## src/rtl/bzs_pkg.sv

```systemverilog
package bzs_pkg;

   // Field widths.
   localparam int COORD_W = 16;
   localparam int FRAC_W  = 4;
   localparam int CTRL_W  = COORD_W + FRAC_W;

   // The parameter t is Q0.16. The running value needs one more bit to hold t = 1.
   localparam int T_W    = 16;
   localparam int TACC_W = T_W + 1;

   localparam logic [T_W-1:0]    MIN_STEP = T_W'(1041);
   localparam logic [T_W-1:0]    STEP_RST = T_W'(4096);
   localparam logic [TACC_W-1:0] ONE_T    = TACC_W'(1) << T_W;

   // Widths of the forward difference terms.
   // K = 16a + 16c - 2b and M = b - 16a, both in units of the control point LSB.
   localparam int K_W     = CTRL_W + 3;
   localparam int M_W     = CTRL_W + 2;
   localparam int MA_W    = 2 * T_W + 1;
   localparam int ACC_W   = MA_W + K_W;
   localparam int SHIFT_W = 2 * T_W + FRAC_W;

   // Configuration register indexes.
   localparam int CSR_IDX_W = 2;
   localparam logic [CSR_IDX_W-1:0] CSR_STEP = CSR_IDX_W'(0);
   localparam logic [CSR_IDX_W-1:0] CSR_INCL = CSR_IDX_W'(1);

   typedef enum logic [3:0] {
      ST_IDLE,
      ST_SS,
      ST_KX,
      ST_KY,
      ST_MX,
      ST_MY,
      ST_FIN,
      ST_EMIT,
      ST_LAST
   } state_type;

   typedef enum logic [2:0] {
      MSEL_SS,
      MSEL_S2K_X,
      MSEL_S2K_Y,
      MSEL_SM_X,
      MSEL_SM_Y
   } msel_type;

   typedef struct packed {
      logic     load;
      msel_type msel;
      logic     cap_s2;
      logic     cap_kx;
      logic     cap_ky;
      logic     cap_mx;
      logic     cap_my;
      logic     emit;
      logic     emit_last;
   } ctrl_type;

   // Divide by 2^SHIFT_W, truncating toward zero, and keep the coordinate bits.
   function automatic logic [COORD_W-1:0] trunc_coord(input logic [ACC_W-1:0] n);
      logic [COORD_W-1:0] q;
      q = n[SHIFT_W +: COORD_W];
      if (n[ACC_W-1] && (|n[SHIFT_W-1:0])) begin
         q = q + COORD_W'(1);
      end
      return q;
   endfunction

endpackage

```

## src/rtl/bzs_mul.sv

```systemverilog
module bzs_mul (
   input  logic                              clock,
   input  logic signed [bzs_pkg::MA_W-1:0]   op_a,
   input  logic signed [bzs_pkg::K_W-1:0]    op_b,
   output logic signed [bzs_pkg::ACC_W-1:0]  prod_ff
);
   import bzs_pkg::*;

   logic signed [ACC_W-1:0] prod_in;

   assign prod_in = op_a * op_b;

   always_ff @(posedge clock) begin
      prod_ff <= prod_in;
   end

endmodule

```

## src/rtl/bzs_seq.sv

```systemverilog
module bzs_seq (
   input  logic              clock,
   input  logic              reset,
   input  logic              req_valid,
   input  logic              out_free,
   input  logic              more,
   output logic              req_ready,
   output bzs_pkg::ctrl_type ctrl
);
   import bzs_pkg::*;

   state_type state_ff;
   state_type state_in;

   always_ff @(posedge clock) begin
      if (reset) begin
         state_ff <= ST_IDLE;
      end else begin
         state_ff <= state_in;
      end
   end

   always_comb begin
      state_in  = state_ff;
      req_ready = 1'b0;
      ctrl      = '0;
      ctrl.msel = MSEL_SS;
      case (state_ff)
         ST_IDLE: begin
            req_ready = 1'b1;
            if (req_valid) begin
               ctrl.load = 1'b1;
               state_in  = ST_SS;
            end
         end
         ST_SS: begin
            ctrl.msel = MSEL_SS;
            state_in  = ST_KX;
         end
         ST_KX: begin
            ctrl.cap_s2 = 1'b1;
            ctrl.msel   = MSEL_S2K_X;
            state_in    = ST_KY;
         end
         ST_KY: begin
            ctrl.cap_kx = 1'b1;
            ctrl.msel   = MSEL_S2K_Y;
            state_in    = ST_MX;
         end
         ST_MX: begin
            ctrl.cap_ky = 1'b1;
            ctrl.msel   = MSEL_SM_X;
            state_in    = ST_MY;
         end
         ST_MY: begin
            ctrl.cap_mx = 1'b1;
            ctrl.msel   = MSEL_SM_Y;
            state_in    = ST_FIN;
         end
         ST_FIN: begin
            ctrl.cap_my = 1'b1;
            state_in    = ST_EMIT;
         end
         ST_EMIT: begin
            if (out_free) begin
               ctrl.emit = 1'b1;
               if (!more) begin
                  state_in = ST_LAST;
               end
            end
         end
         ST_LAST: begin
            if (out_free) begin
               ctrl.emit_last = 1'b1;
               state_in       = ST_IDLE;
            end
         end
         default: begin
            state_in = ST_IDLE;
         end
      endcase
   end

endmodule

```

## src/rtl/quadratic_bezier_sampler.sv

```systemverilog
// Channel | Direction | Handshake            | Payload
// req     | in        | req_valid/req_ready  | start_x/y, ctrl_x/y, end_x/y
// rsp     | out       | rsp_valid/rsp_ready  | point_x/y, last_point
// csr     | in        | csr_valid/csr_ready  | csr_index, csr_data
//
// A curve goes through these steps, where N is the number of sampled points (at
// most 63): the item is taken in ST_IDLE; in the set-up states ST_SS to ST_FIN the
// shared multiplier forms the forward differences; ST_EMIT gives one point per
// cycle while the output is not stalled, N points in all; ST_LAST gives the final
// endpoint. Reset is synchronous and active high and returns the registers to step
// 4096 with the end sample excluded. A stalled output holds the sequencer in place;
// a new item is taken while the final endpoint still waits in the output register.
module quadratic_bezier_sampler (
   input  logic                                 clock,
   input  logic                                 reset,
   input  logic                                 req_valid,
   output logic                                 req_ready,
   input  logic signed [bzs_pkg::COORD_W-1:0]   req_start_x,
   input  logic signed [bzs_pkg::COORD_W-1:0]   req_start_y,
   input  logic signed [bzs_pkg::CTRL_W-1:0]    req_ctrl_x,
   input  logic signed [bzs_pkg::CTRL_W-1:0]    req_ctrl_y,
   input  logic signed [bzs_pkg::COORD_W-1:0]   req_end_x,
   input  logic signed [bzs_pkg::COORD_W-1:0]   req_end_y,
   output logic                                 rsp_valid,
   input  logic                                 rsp_ready,
   output logic signed [bzs_pkg::COORD_W-1:0]   rsp_point_x,
   output logic signed [bzs_pkg::COORD_W-1:0]   rsp_point_y,
   output logic                                 rsp_last_point,
   input  logic                                 csr_valid,
   output logic                                 csr_ready,
   input  logic        [bzs_pkg::CSR_IDX_W-1:0] csr_index,
   input  logic        [bzs_pkg::T_W-1:0]       csr_data
);
   import bzs_pkg::*;

   ctrl_type ctrl;

   logic [T_W-1:0]    step_ff;
   logic              incl_ff;
   logic [T_W-1:0]    step_eff;
   logic [TACC_W-1:0] t_ff;
   logic [TACC_W-1:0] t_in;
   logic              more;
   logic              out_free;

   logic signed [K_W-1:0]     kx_ff, ky_ff;
   logic signed [M_W-1:0]     mx_ff, my_ff;
   logic signed [COORD_W-1:0] cx_ff, cy_ff;
   logic signed [MA_W-1:0]    s2_ff;
   logic signed [ACC_W-1:0]   num_x_ff, num_y_ff;
   logic signed [ACC_W-1:0]   d1_x_ff, d1_y_ff;
   logic signed [ACC_W-1:0]   d2_x_ff, d2_y_ff;

   logic signed [MA_W-1:0]    op_a;
   logic signed [K_W-1:0]     op_b;
   logic signed [ACC_W-1:0]   prod;

   logic                      rsp_valid_ff;
   logic signed [COORD_W-1:0] point_x_ff, point_y_ff;
   logic                      last_ff;

   assign csr_ready = 1'b1;

   always_ff @(posedge clock) begin
      if (reset) begin
         step_ff <= STEP_RST;
         incl_ff <= 1'b0;
      end else if (csr_valid) begin
         case (csr_index)
            CSR_STEP: step_ff <= csr_data;
            CSR_INCL: incl_ff <= csr_data[0];
            default: ;
         endcase
      end
   end

   assign step_eff = (step_ff < MIN_STEP) ? MIN_STEP : step_ff;
   assign t_in     = t_ff + TACC_W'(step_eff);
   assign more     = (t_in < ONE_T) || (incl_ff && (t_in == ONE_T));
   assign out_free = !rsp_valid_ff || rsp_ready;

   bzs_seq u_seq (
      .clock     (clock),
      .reset     (reset),
      .req_valid (req_valid),
      .out_free  (out_free),
      .more      (more),
      .req_ready (req_ready),
      .ctrl      (ctrl)
   );

   always_comb begin
      case (ctrl.msel)
         MSEL_SS: begin
            op_a = {(MA_W-T_W)'(0), step_eff};
            op_b = {(K_W-T_W)'(0), step_eff};
         end
         MSEL_S2K_X: begin
            op_a = prod[MA_W-1:0];
            op_b = kx_ff;
         end
         MSEL_S2K_Y: begin
            op_a = s2_ff;
            op_b = ky_ff;
         end
         MSEL_SM_X: begin
            op_a = {(MA_W-T_W)'(0), step_eff};
            op_b = K_W'(mx_ff);
         end
         MSEL_SM_Y: begin
            op_a = {(MA_W-T_W)'(0), step_eff};
            op_b = K_W'(my_ff);
         end
         default: begin
            op_a = '0;
            op_b = '0;
         end
      endcase
   end

   bzs_mul u_mul (
      .clock   (clock),
      .op_a    (op_a),
      .op_b    (op_b),
      .prod_ff (prod)
   );

   // The numerator is a quadratic in the sample index, so it is stepped exactly
   // with a first difference d1 and a constant second difference d2.
   always_ff @(posedge clock) begin
      if (ctrl.load) begin
         kx_ff    <= (K_W'(req_start_x) <<< FRAC_W) + (K_W'(req_end_x) <<< FRAC_W)
                     - (K_W'(req_ctrl_x) <<< 1);
         ky_ff    <= (K_W'(req_start_y) <<< FRAC_W) + (K_W'(req_end_y) <<< FRAC_W)
                     - (K_W'(req_ctrl_y) <<< 1);
         mx_ff    <= M_W'(req_ctrl_x) - (M_W'(req_start_x) <<< FRAC_W);
         my_ff    <= M_W'(req_ctrl_y) - (M_W'(req_start_y) <<< FRAC_W);
         cx_ff    <= req_end_x;
         cy_ff    <= req_end_y;
         num_x_ff <= {{(ACC_W-SHIFT_W-COORD_W){req_start_x[COORD_W-1]}}, req_start_x,
                      SHIFT_W'(0)};
         num_y_ff <= {{(ACC_W-SHIFT_W-COORD_W){req_start_y[COORD_W-1]}}, req_start_y,
                      SHIFT_W'(0)};
         t_ff     <= '0;
      end
      if (ctrl.cap_s2) begin
         s2_ff <= prod[MA_W-1:0];
      end
      if (ctrl.cap_kx) begin
         d2_x_ff <= prod <<< 1;
         d1_x_ff <= prod;
      end
      if (ctrl.cap_ky) begin
         d2_y_ff <= prod <<< 1;
         d1_y_ff <= prod;
      end
      if (ctrl.cap_mx) begin
         d1_x_ff <= d1_x_ff + (prod <<< (T_W + 1));
      end
      if (ctrl.cap_my) begin
         d1_y_ff <= d1_y_ff + (prod <<< (T_W + 1));
      end
      if (ctrl.emit) begin
         num_x_ff <= num_x_ff + d1_x_ff;
         num_y_ff <= num_y_ff + d1_y_ff;
         d1_x_ff  <= d1_x_ff + d2_x_ff;
         d1_y_ff  <= d1_y_ff + d2_y_ff;
         t_ff     <= t_in;
      end
   end

   always_ff @(posedge clock) begin
      if (reset) begin
         rsp_valid_ff <= 1'b0;
      end else if (ctrl.emit || ctrl.emit_last) begin
         rsp_valid_ff <= 1'b1;
      end else if (rsp_ready) begin
         rsp_valid_ff <= 1'b0;
      end
   end

   always_ff @(posedge clock) begin
      if (ctrl.emit) begin
         point_x_ff <= trunc_coord(num_x_ff);
         point_y_ff <= trunc_coord(num_y_ff);
         last_ff    <= 1'b0;
      end else if (ctrl.emit_last) begin
         point_x_ff <= cx_ff;
         point_y_ff <= cy_ff;
         last_ff    <= 1'b1;
      end
   end

   assign rsp_valid      = rsp_valid_ff;
   assign rsp_point_x    = point_x_ff;
   assign rsp_point_y    = point_y_ff;
   assign rsp_last_point = last_ff;

endmodule

```

## config.mk

```make
export PLATFORM = sky130hd
export DESIGN_NAME = quadratic_bezier_sampler
export DESIGN_NICKNAME = d
export VERILOG_FILES = /design/src/rtl/bzs_pkg.sv /design/src/rtl/bzs_mul.sv /design/src/rtl/bzs_seq.sv /design/src/rtl/quadratic_bezier_sampler.sv
export SDC_FILE = /design/constraint.sdc
export NUM_CORES = 2
export LEC_CHECK = 0
export BUFFER_PORTS_ARGS = -buffer_cell sky130_fd_sc_hd__clkbuf_2
export CAP_MARGIN = 20
export CORE_MARGIN = 4
export CORE_UTILIZATION = 40
export CTS_CLUSTER_SIZE = 40
export DETAILED_ROUTE_END_ITERATION = 7
export PLACE_DENSITY_LB_ADDON = 0.2
export SKIP_CTS_REPAIR_TIMING = 1
export SLEW_MARGIN = 40
export SYNTH_ARGS = -nofsm -noshare
export SYNTH_HDL_FRONTEND = slang
export SYNTH_SLANG_ARGS = --single-unit
```

## constraint.sdc

```tcl
create_clock -name clock -period 12.4 [get_ports clock]
set_input_delay 1.86 -clock clock [delete_from_list [all_inputs] [get_ports clock]]
set_output_delay 1.86 -clock clock [all_outputs]
set_load 0.05 [all_outputs]
```

==> flow_summary.yaml <==
final_layout:
  seq_area_sq_um: 17500
  nFillCells: 16600
  stdcell_area_sq_um: 74700
  multiInputGateArea_sq_um: 45800
  nNetsFinal: 8860
  area_growth_pct: 9.37
  drive_gt1_share_pct: 6.67
synthesis:
  netlist_area_sq_um: 68300
  synth.distinct_cells: 96
  synth_xor_area_share_pct: 5.13
  yosys_warnings: 0
  synth_edf_count: 530
  synth_compound_area_share_pct: 14.3
  synth_ff_type: "edfxtp_1"
  ys_seq_area_share_pct: 25.6
  synth_top_family_by_area: "adder cells"
  synth-async-reset-ratio_pct: 0
  yosys.area_share.simple_pct: 12.8
  ys_ff_latch: 609
  muxShareOfSynthArea_pct: 0.734
  avgSynthCellArea_sq_um: 9.37
  synthCells: 7290
  synth_fa_ha_area_share_pct: 33.6
drt:
  wl_met1_um: 94700
  dr_wl_met2_um: 108000
  drc_errors: 0
  drtIter0Drc: 4597
  totalWireLength_um: 231000
  vias: 54000
  wl_per_cell_um: 23.9
  ant_nets: 0
  wl_met3_um: 15500
  firstDrtPassIters: 6
  routed.top_layer: "met5"
  via_per_inst: 5.58
placed_design:
  post_dp_cell_area_sq_um: 72000
  gp_congestion: 0.946
  io_buffers: 161
  hpwl_um: 184000
clock_network:
  htreeDepth: 3
  clk_pin_slew_ns: 0.06
  clk_latency_ns: 0.71
  clock_sinks: 609
  cts_buffers: 79
  cts_root_buf: "clkbuf_16"
  clockBufferDepth: 3
  cts_tree: "built"
global_routing:
  grt.total_usage_pct: 25.7
  grt_pass1_wl_um: 345000
  antenna_found_initial: 19
  grt_pass1_vias: 54800
  grt-ovfl-total: 0
  grt_max_degree: 176
timing:
  rsz0062_at_grt: "false"
  slew_violations: 0
  fin_crit_ns: 10.55
  fin_skew_ns: 0.0658
  hold_viol: 0
  finalSetupViolCount: 0
  worstMarginPinSlew_ns: 0.972
  maxSlewHeadroom_pct: 35.0
  finalCritPeriodShare_pct: 85.1
  fmax_ghz: 0.0948
  fin_setup_tns_ns: 0
worst_setup_path:
  crit_type: "flip-flop to flip-flop"
  cp_common_cell: "fa_1"
  crit_arrival_ns: 11.12
  cp_max_fo: 25
  startpoint_type: "flip-flop"
  crit_buf_inv: 8
  slowest_stage: "dfxtp_1"
  cp_slowest_stage_delay_ns: 0.79
  worstPathRequired_ns: 12.97
  end_kind: "flip-flop"
  crit_family: "adder cells"
die:
  rows: 151
  die-area_sq_um: 177000
  coreArea_sq_um: 170000
  ios: 163
  die_h_um: 421
  fp.dieW_um: 421
  start_util_pct: 40.3
job:
  maxCapViolCount: 0
hold_path:
  hold_class: "flip-flop to flip-flop"
power:
  powerDensity_nw_per_um2: 158
  cellInternalPower_mw: 6.47
  swShare_pct: 45.3
  clkPwrFrac_pct: 19.9
  p_leak_nw: 34.0
  switchingPower_mw: 5.35
  p_comb_share_pct: 54.3
  p_seq_share_pct: 25.8
  vdd_drop_max_mv: 0.139
status:
  outcome: "finished, final reports clean"
Yosys cell counts (35+ instances only):
cell / n / area [sq um]
xor2_1: 182 / 1590
nand2b_1: 68 / 425
a22oi_1: 52 / 390
a211oi_1: 37 / 278
clkbuf_1: 244 / 916
a21oi_1: 384 / 1920
nand3_1: 135 / 676
nor2_1: 613 / 2300
edfxtp_1: 530 / 15900
o21bai_1: 71 / 533
nor3_1: 65 / 325
nor2b_1: 64 / 400
inv_1: 1165 / 4370
fa_1: 819 / 16400
dfxtp_1: 79 / 1580
o21ai_0: 305 / 1530
a21o_1: 272 / 2040
and2_1: 43 / 269
a31oi_1: 44 / 275
nand4_1: 49 / 307
nand2_1: 754 / 2830
xnor2_1: 218 / 1910
and3_1: 69 / 432
ha_1: 522 / 6530
o21ai_1: 35 / 175
o21a_1: 54 / 405
per-stage QoR:
step | util [%] | std cells | setup WS, ns | total power, mW | hold slack, ns
floorplan | - | 7307 | 1.89 | 7.32 | 0.444
global placement | 42.4 | 9527 | 2.03 | 9.39 | 0.462
detailed placement | 42.5 | 9529 | 1.91 | 9.45 | 0.459
CTS | 44.0 | 9673 | 1.89 | 11.8 | 0.467
global route | 44.0 | 9681 | 1.40 | 12.7 | 0.496
finish | 44.0 | 9685 | 1.85 | 11.8 | 0.469
cells by family after synthesis:
logic type               count (synthesis)
AND/OR/NAND/NOR                       1967
multiplexers                            48
XOR/XNOR                               400
adder cells (fa/ha/maj)               1341
other                                    2
AO/OA/AOI/OAI                         1498
flip-flops                             609
buffers and inverters                 1425
registers in the layout, indices dropped and copies added, names as in the netlist, 17 cells and up:
name,cells
d1_x_ff,56
d1_y_ff,56
num_x_ff,56
num_y_ff,56
u_mul.prod_ff,56
d2_x_ff,55
d2_y_ff,55
s2_ff,33
kx_ff,21
ky_ff,21
mx_ff,20
my_ff,20
t_ff,17
tightest hold or removal path: cells and delay by family (launching register included):
family | cells | cell delay, ns
DFF | 1 | 0.32
and+or+nand+nor | 1 | 0.05
AOI/OAI and AO/OA | 1 | 0.05
layout make-up:
| cell class | instances | area share, % |
|---|---|---|
| antenna | 12 | 0.0402 |
| multi-input combinational | 5273 | 61.3 |
| timing repair buffer | 263 | 2.18 |
| sequential | 609 | 23.4 |
| clock inverter | 46 | 0.727 |
| tap | 2218 | 3.71 |
| inverter | 1166 | 5.86 |
| clock buffer | 98 | 2.78 |
path summary, 6_finish.rpt:
path / startpoint / end / slack [ns] / depth (start not counted)
worst max register to register: u_seq.state_ff[1] / u_mul.prod_ff[55] / 1.85 / 34
worst max-delay path: u_seq.state_ff[1] / u_mul.prod_ff[55] / 1.85 / 34
worst min-delay path: step_ff[4] / step_ff[4] / 0.47 / 2
worst min register to register: step_ff[4] / step_ff[4] / 0.47 / 2
cells in the final DEF (no fill, tap or decap), types with 218 or more instances in the layout:
cell type and instances:
a21oi_1 376, fa_1 817, nand2_1 751, nor2_1 608, inv_1 1164, ha_1 522, a21o_1 271, edfxtp_1 530
o21ai_0 302, xnor2_1 218
power groups by stage:
stage	logic (mW)	clock network, mW	registers [mW]
floorplan	4.49	0	2.84
global placement	6.31	0	3.08
detailed placement	6.37	0	3.08
CTS	6.41	2.39	3.04
global route	7.14	2.48	3.05
finish	6.42	2.35	3.04
routing by layer:
layer | global-route usage (%) | vias up
met5 | 0 | -
met4 | 12.4 | 2
met3 | 3.85 | 438
met2 | 42.3 | 1852
met1 | 33.3 | 27200
li1 | - | 24500
Power figures use the tool's default switching activity.
